<file path="config.mk">
export PLATFORM = sky130hd
export DESIGN_NAME = multiword_divide_by_word_top
export DESIGN_NICKNAME = d
export VERILOG_FILES = /design/src/design/mdw_pkg.sv /design/src/design/mdw_dp.sv /design/src/design/mdw_ctrl.sv /design/src/design/multiword_divide_by_word_top.sv
export SDC_FILE = /design/constraint.sdc
export NUM_CORES = 1
export LEC_CHECK = 0
export BUFFER_PORTS_ARGS = -buffer_cell sky130_fd_sc_hd__buf_2
export CAP_MARGIN = 10
export CELL_PAD_IN_SITES_DETAIL_PLACEMENT = 0
export CELL_PAD_IN_SITES_GLOBAL_PLACEMENT = 1
export CORE_ASPECT_RATIO = 0.9
export CORE_MARGIN = 2
export CORE_UTILIZATION = 35
export CTS_CLUSTER_SIZE = 40
export DETAILED_ROUTE_END_ITERATION = 8
export PLACE_DENSITY = 0.58
export SYNTH_ARGS = -nofsm -noshare
export SYNTH_HDL_FRONTEND = slang
export SYNTH_SLANG_ARGS = --single-unit
</file>
<file path="constraint.sdc">
create_clock -name i_clk -period 10.85 [get_ports i_clk]
set_input_delay 1.6275 -clock i_clk [delete_from_list [all_inputs] [get_ports i_clk]]
set_output_delay 1.6275 -clock i_clk [all_outputs]
set_load 0.01 [all_outputs]
</file>
<file path="src/design/mdw_pkg.sv">
// Shared types and constants for the multiword divide-by-word block.
`default_nettype none
package mdw_pkg;

    localparam int DATA_BITS = 64;

    typedef enum logic [2:0] {
        S_IDLE = 3'b001,
        S_DIV  = 3'b010,
        S_DONE = 3'b100
    } t_state;

    typedef struct packed {
        logic load;
        logic step;
        logic emit;
    } t_cmd;

    typedef struct packed {
        logic div_zero;
        logic last_step;
        logic out_free;
    } t_status;

endpackage
`default_nettype wire

</file>
<file path="src/design/mdw_dp.sv">
// Datapath: divisor register, running remainder, radix-2 restoring divider, output register.
`default_nettype none
module mdw_dp
    import mdw_pkg::*;
#(
    parameter int WORD_BITS = 64
) (
    input  wire logic                 i_clk,
    input  wire logic                 i_rst_n,
    input  wire logic                 i_divisor_we,
    input  wire logic [DATA_BITS-1:0] i_divisor,
    input  wire logic [DATA_BITS-1:0] i_dividend_word,
    input  wire logic                 i_last_word,
    input  wire logic                 i_ready,
    input  wire t_cmd                 i_cmd,
    output t_status                   o_status,
    output logic                      o_valid,
    output logic [DATA_BITS-1:0]      o_quotient_word,
    output logic [DATA_BITS-1:0]      o_remainder,
    output logic                      o_last,
    output logic                      o_divide_by_zero
);

    localparam int W  = WORD_BITS;
    localparam int CW = $clog2(2 * W + 1);

    logic [W-1:0]   r_divisor, n_divisor;
    logic [W-1:0]   r_run, n_run;
    logic [W-1:0]   r_rem, n_rem;
    logic [W-1:0]   r_quo, n_quo;
    logic [2*W-1:0] r_sh, n_sh;
    logic [CW-1:0]  r_cnt, n_cnt;
    logic           r_last, n_last;
    logic           r_dz, n_dz;
    logic           r_ovalid, n_ovalid;
    logic [W-1:0]   r_oquo, n_oquo;
    logic [W-1:0]   r_orem, n_orem;
    logic           r_olast, n_olast;
    logic           r_odz, n_odz;

    logic [W-1:0]   word;
    logic [W-1:0]   shifted;
    logic [W:0]     diff;
    logic           take;
    logic           dz_now;
    logic           hi_below;

    assign word     = i_dividend_word[W-1:0];
    assign dz_now   = (r_divisor == '0);
    assign hi_below = (r_run < r_divisor);
    assign shifted  = {r_rem[W-2:0], r_sh[2*W-1]};
    assign diff     = {1'b0, shifted} - {1'b0, r_divisor};
    assign take     = r_rem[W-1] | ~diff[W];

    always_comb begin
        n_divisor = i_divisor_we ? i_divisor[W-1:0] : r_divisor;
        n_run     = r_run;
        n_rem     = r_rem;
        n_quo     = r_quo;
        n_sh      = r_sh;
        n_cnt     = r_cnt;
        n_last    = r_last;
        n_dz      = r_dz;
        n_ovalid  = r_ovalid & ~i_ready;
        n_oquo    = r_oquo;
        n_orem    = r_orem;
        n_olast   = r_olast;
        n_odz     = r_odz;
        if (i_cmd.load) begin
            n_last = i_last_word;
            n_dz   = dz_now;
            n_quo  = '0;
            if (hi_below && !dz_now) begin
                // remainder already reduced: only the low word needs stepping
                n_rem = r_run;
                n_sh  = {word, {W{1'b0}}};
                n_cnt = CW'(W);
            end else begin
                n_rem = '0;
                n_sh  = {r_run, word};
                n_cnt = CW'(2 * W);
            end
        end
        if (i_cmd.step) begin
            n_rem = take ? diff[W-1:0] : shifted;
            n_quo = {r_quo[W-2:0], take};
            n_sh  = {r_sh[2*W-2:0], 1'b0};
            n_cnt = r_cnt - CW'(1);
        end
        if (i_cmd.emit) begin
            n_ovalid = 1'b1;
            n_oquo   = r_dz ? r_sh[W-1:0] : r_quo;
            n_orem   = r_dz ? '0 : r_rem;
            n_olast  = r_last;
            n_odz    = r_dz;
            n_run    = (r_dz || r_last) ? '0 : r_rem;
        end
    end

    always_ff @(posedge i_clk) begin
        if (!i_rst_n) begin
            r_divisor <= W'(1);
            r_run     <= '0;
            r_ovalid  <= 1'b0;
            r_cnt     <= '0;
        end else begin
            r_divisor <= n_divisor;
            r_run     <= n_run;
            r_ovalid  <= n_ovalid;
            r_cnt     <= n_cnt;
        end
    end

    always_ff @(posedge i_clk) begin
        r_rem   <= n_rem;
        r_quo   <= n_quo;
        r_sh    <= n_sh;
        r_last  <= n_last;
        r_dz    <= n_dz;
        r_oquo  <= n_oquo;
        r_orem  <= n_orem;
        r_olast <= n_olast;
        r_odz   <= n_odz;
    end

    assign o_status.div_zero  = dz_now;
    assign o_status.last_step = (r_cnt == CW'(1));
    assign o_status.out_free  = ~r_ovalid | i_ready;

    assign o_valid          = r_ovalid;
    assign o_quotient_word  = DATA_BITS'(r_oquo);
    assign o_remainder      = DATA_BITS'(r_orem);
    assign o_last           = r_olast;
    assign o_divide_by_zero = r_odz;

endmodule
`default_nettype wire

</file>
<file path="src/design/mdw_ctrl.sv">
// Controller: sequences load, divide steps and hand-off to the output register.
`default_nettype none
module mdw_ctrl
    import mdw_pkg::*;
(
    input  wire logic    i_clk,
    input  wire logic    i_rst_n,
    input  wire logic    i_valid,
    output logic         o_ready,
    input  wire t_status i_status,
    output t_cmd         o_cmd
);

    t_state r_state, n_state;

    always_comb begin
        n_state = r_state;
        o_cmd   = '0;
        o_ready = 1'b0;
        unique case (r_state)
            S_IDLE: begin
                o_ready = 1'b1;
                if (i_valid) begin
                    o_cmd.load = 1'b1;
                    n_state    = i_status.div_zero ? S_DONE : S_DIV;
                end
            end
            S_DIV: begin
                o_cmd.step = 1'b1;
                if (i_status.last_step) begin
                    n_state = S_DONE;
                end
            end
            S_DONE: begin
                if (i_status.out_free) begin
                    o_cmd.emit = 1'b1;
                    n_state    = S_IDLE;
                end
            end
            default: begin
                n_state = S_IDLE;
            end
        endcase
    end

    always_ff @(posedge i_clk) begin
        if (!i_rst_n) begin
            r_state <= S_IDLE;
        end else begin
            r_state <= n_state;
        end
    end

endmodule
`default_nettype wire

</file>
<file path="src/design/multiword_divide_by_word_top.sv">
// Top level: multi-word number divided by a one-word divisor, one word per handshake.
// Each word is accepted, then divided one quotient bit per cycle: WORD_BITS divide steps,
// or 2*WORD_BITS when the running remainder is not below the divisor, none for a zero
// divisor; the result then goes into the output register before a new word is accepted.
// The next word is taken while a finished word waits in the output register.
// Synchronous active-low reset: divisor = 1, running remainder = 0, no output pending.
`default_nettype none
module multiword_divide_by_word_top
    import mdw_pkg::*;
#(
    parameter int WORD_BITS = 64
) (
    input  wire logic                 i_clk,
    input  wire logic                 i_rst_n,
    input  wire logic                 i_divisor_we,
    input  wire logic [DATA_BITS-1:0] i_divisor,
    input  wire logic                 i_valid,
    output logic                      o_ready,
    input  wire logic [DATA_BITS-1:0] i_dividend_word,
    input  wire logic                 i_last_word,
    output logic                      o_valid,
    input  wire logic                 i_ready,
    output logic [DATA_BITS-1:0]      o_quotient_word,
    output logic [DATA_BITS-1:0]      o_remainder,
    output logic                      o_last,
    output logic                      o_divide_by_zero
);

    t_cmd    cmd;
    t_status status;

    mdw_ctrl u_ctrl (
        .i_clk    (i_clk),
        .i_rst_n  (i_rst_n),
        .i_valid  (i_valid),
        .o_ready  (o_ready),
        .i_status (status),
        .o_cmd    (cmd)
    );

    mdw_dp #(
        .WORD_BITS (WORD_BITS)
    ) u_dp (
        .i_clk            (i_clk),
        .i_rst_n          (i_rst_n),
        .i_divisor_we     (i_divisor_we),
        .i_divisor        (i_divisor),
        .i_dividend_word  (i_dividend_word),
        .i_last_word      (i_last_word),
        .i_ready          (i_ready),
        .i_cmd            (cmd),
        .o_status         (status),
        .o_valid          (o_valid),
        .o_quotient_word  (o_quotient_word),
        .o_remainder      (o_remainder),
        .o_last           (o_last),
        .o_divide_by_zero (o_divide_by_zero)
    );

endmodule
`default_nettype wire
</file>
==> reports/qor.txt <==
vias in the first global route -> 20,358
Mapped Nets -> 2,797
H-tree lvl count -> 2
Final Max Tran Viols -> 0
Peak supply drop -> 0.116 mV
area grow syn2layout -> 14.4%
PortBufs -> 265
postcts setup bufs -> 0
# Max-Cap Violations -> 0
Synth Warn # -> 0
worst-margin pin slew -> 1130 ps
first-pass GRT wire length -> 131 mm
status -> finished clean
Remaining DRCs -> 0
prevailing post-synth register cell -> edfxtp_1
setup_tns -> 0 ps
Crit path largest cell delay -> 950 ps
TritonCTS clock tree -> built
Avg Cell Area, Syn -> 10.9 um2
Critical Path Most Common Cell -> nand4_1
crit path cell chain -> nor4_1 > nand4_1 > nor4_2 > a2111oi_0 > nand4_1 > a41o_4 > clkinv_2 > nor2_4 > buf_4 > a22o_1
Clk Latency, worst-skew pair -> 640 ps
number of fill cells in the layout -> 7,558
Setup Crit Path Kind -> flip-flop to flip-flop
Period minus WS final -> 5210 ps
die area -> 81,100 um2
unrepaired setup endpoints after global routing -> false
CP startpoint kind -> flip-flop
post-DP HPWL -> 62.2 mm
deepest clock path buffer count -> 3
final worst-path cycle share -> 0.480
worst rel slew slack -> 0.242
core area -> 77,900 um2
Max Fclk -> 192 MHz
slowest cell on the critical path -> nor4_1
initial core utilization -> 0.354
Detail Route Antenna Nets -> 0
Die X -> 300 um
synthesized area -> 27,600 um2
Leak -> 11.7 nW
share of layout cells above drive strength 1 -> 0.169
Required @ worst endpoint -> 11,350 ps
CTS Hold Bufs -> 0
Total Power -> 5.03 mW
Routed WL -> 87.4 mm
clk slew on worst S/H paths -> 60 ps
Seq cells post-synth -> 528
clk sinks -> 528
GP Congestion -> 0.886
Post-synth EDFFs -> 387
Pwr Density -> 159 nW/um2
vias per cell -> 5.38
Layout Nets -> 2,980
global-route usage over all layers -> 0.211
Die Ht -> 270 um
post-synthesis sequential area ratio -> 0.523
final setup violation count -> 0
HP Class -> flip-flop to flip-flop
worst-path fanout max -> 66
Root Driver -> clkbuf_16
async set-reset flop share out of synthesis -> 0
largest net degree at the start of global routing -> 218
drt pass-1 iters -> 5
Cell Rows -> 97
vias -> 20,473
Final Hold Viols -> 0
Iter 0 DRT Violations -> 1,619
WL per Instance -> 23.0 um
number of gates resized after cts -> 0
initial antenna violation count -> 1
synthesized instance count -> 2,533
total grt overflow -> 0
Num CTS Buffers -> 59
Distinct cells, synth -> 79
CP endpoint kind -> flip-flop
number of I/O pins -> 266
Worst Clk Skew -> 16.1 ps
r2r setup slk -> 5640 ps
worst endpoint data arrival time -> 5710 ps
critical path: cells and delay by family, from the launching register on:
| kind | cells | cell delay (ps) |
|---|---|---|
| AO/OA/AOI/OAI | 3 | 1170 |
| AND/OR/NAND/NOR | 5 | 2230 |
| flip-flops | 1 | 320 |
| buffers and inverters | 2 | 1230 |
cell usage in the layout, fill, tap and decap left out, types with 19 or more instances in the layout:
master     count
nor2b_1      138
o22ai_1       26
a22o_1        67
xnor2_1       35
clkbuf_16     62
nor4_1        23
buf_4         19
xor2_1        22
a21boi_0      66
a21o_1        33
edfxtp_1     387
inv_1         84
nand2_1      252
mux2i_1      129
a21oi_1      127
mux2_2        65
buf_2        264
nand4_1       40
o21ai_0      153
and2_1        69
ha_1         129
nor3_1        25
nor2_1        76
nand3_1       82
dfxtp_1      141
path summary, 6_finish.rpt:
kind                            cells past startpoint                          end                             from
worst max-delay path                               10       u_dp.r_sh[5]$_DFFE_PP_  u_dp.r_divisor[32]$_SDFFE_PN0P_
worst min-delay path                                2  u_dp.r_run[10]$_SDFFE_PN0P_      u_dp.r_run[10]$_SDFFE_PN0P_
worst max register to register                     10       u_dp.r_sh[5]$_DFFE_PP_  u_dp.r_divisor[32]$_SDFFE_PN0P_
worst min register to register                      2  u_dp.r_run[10]$_SDFFE_PN0P_      u_dp.r_run[10]$_SDFFE_PN0P_
sequential cells by signal (all words and copies together) (netlist names):
| register | flops |
|---|---|
| u_dp.o_remainder | 64 |
| u_ctrl.r_state | 3 |
| u_dp.r_run | 64 |
| u_dp.o_valid | 1 |
| u_dp.o_last | 1 |
| u_dp.o_divide_by_zero | 1 |
| u_dp.r_rem | 64 |
| u_dp.r_last | 1 |
| u_dp.o_quotient_word | 64 |
| u_dp.r_sh | 128 |
| u_dp.r_cnt | 8 |
| u_dp.r_divisor | 64 |
| u_dp.r_quo | 64 |
| u_dp.r_dz | 1 |
metal layers:
layer	track usage	wire length (um)	vias up
li1	-	-	9694
met1	0.324	43700	10104
met2	0.311	37300	575
met3	0.0237	4440	100
met4	0.0558	1950	0
met5	0	0	-
power by group:
part,internal [mW],switching [mW]
sequential,2.28,0.0715
clock,1.09,0.849
combinational,0.270,0.466
total,3.64,1.39
stage by stage:
stage	cell area, um2	setup slack [ps]	hold WS [ps]	std cells	util
after detailed placement	29700	5620	508	3694	0.381
after global placement	29700	5650	495	3694	0.381
final	31600	5640	523	3805	0.405
after global routing	31600	5430	541	3804	0.405
after floorplan	27600	2670	427	2533	-
after CTS	31600	5590	524	3804	0.405
kinds of logic (layout without fill, tap and decap cells):
group	count (synthesis)	in the layout	share of synthesized area
fa+ha+maj	130	130	0.0592
other cells	0	1	0
xor+xnor	57	57	0.0181
buf+inv	249	481	0.0385
simple gates	753	753	0.138
mux	194	194	0.0733
compound gates	622	622	0.150
flops	528	528	0.523
layout make-up:
class / count / area, um2 / area share
Multi-Input combinational cell: 1756 / 12100 / 0.384
Inverter: 87 / 340 / 0.0108
Antenna cell: 1 / 2.50 / 0.0000793
Sequential cell: 528 / 14400 / 0.458
Clock inverter: 24 / 159 / 0.00503
Tap cell: 1039 / 1300 / 0.0412
Clock buffer: 86 / 1710 / 0.0542
Timing Repair Buffer: 284 / 1480 / 0.0470
cell usage after synthesis (all sizes together), types with 5 or more instances:
| cell type | number | area share |
|---|---|---|
| xnor2 | 35 | 0.011 |
| a21boi | 66 | 0.018 |
| edfxtp | 387 | 0.42 |
| o21ai | 171 | 0.031 |
| o32ai | 6 | 0.0033 |
| o21a | 16 | 0.0044 |
| nand3 | 83 | 0.015 |
| a2111oi | 6 | 0.0026 |
| and4 | 5 | 0.0016 |
| a22o | 67 | 0.021 |
| nor3 | 26 | 0.0049 |
| o31ai | 5 | 0.0014 |
| a31oi | 14 | 0.0034 |
| clkbuf | 107 | 0.015 |
| nor4 | 24 | 0.0057 |
| nand2b | 7 | 0.0016 |
| nand2 | 253 | 0.034 |
| a211o | 5 | 0.0016 |
| a21oi | 127 | 0.023 |
| a221oi | 5 | 0.0020 |
| and3 | 10 | 0.0023 |
| a21o | 33 | 0.0090 |
| a211oi | 14 | 0.0042 |
| buf | 55 | 0.012 |
| nor2 | 80 | 0.011 |
| o21bai | 13 | 0.0035 |
| o211ai | 9 | 0.0024 |
| mux2 | 65 | 0.027 |
| xor2 | 22 | 0.0070 |
| mux2i | 129 | 0.047 |
| and2 | 69 | 0.016 |
| nand4 | 41 | 0.0095 |
| dfxtp | 141 | 0.10 |
| nor2b | 138 | 0.031 |
| ha | 129 | 0.058 |
| o22ai | 26 | 0.0059 |
| a22oi | 16 | 0.0044 |
| inv | 86 | 0.012 |
Power figures use the tool's default switching activity.
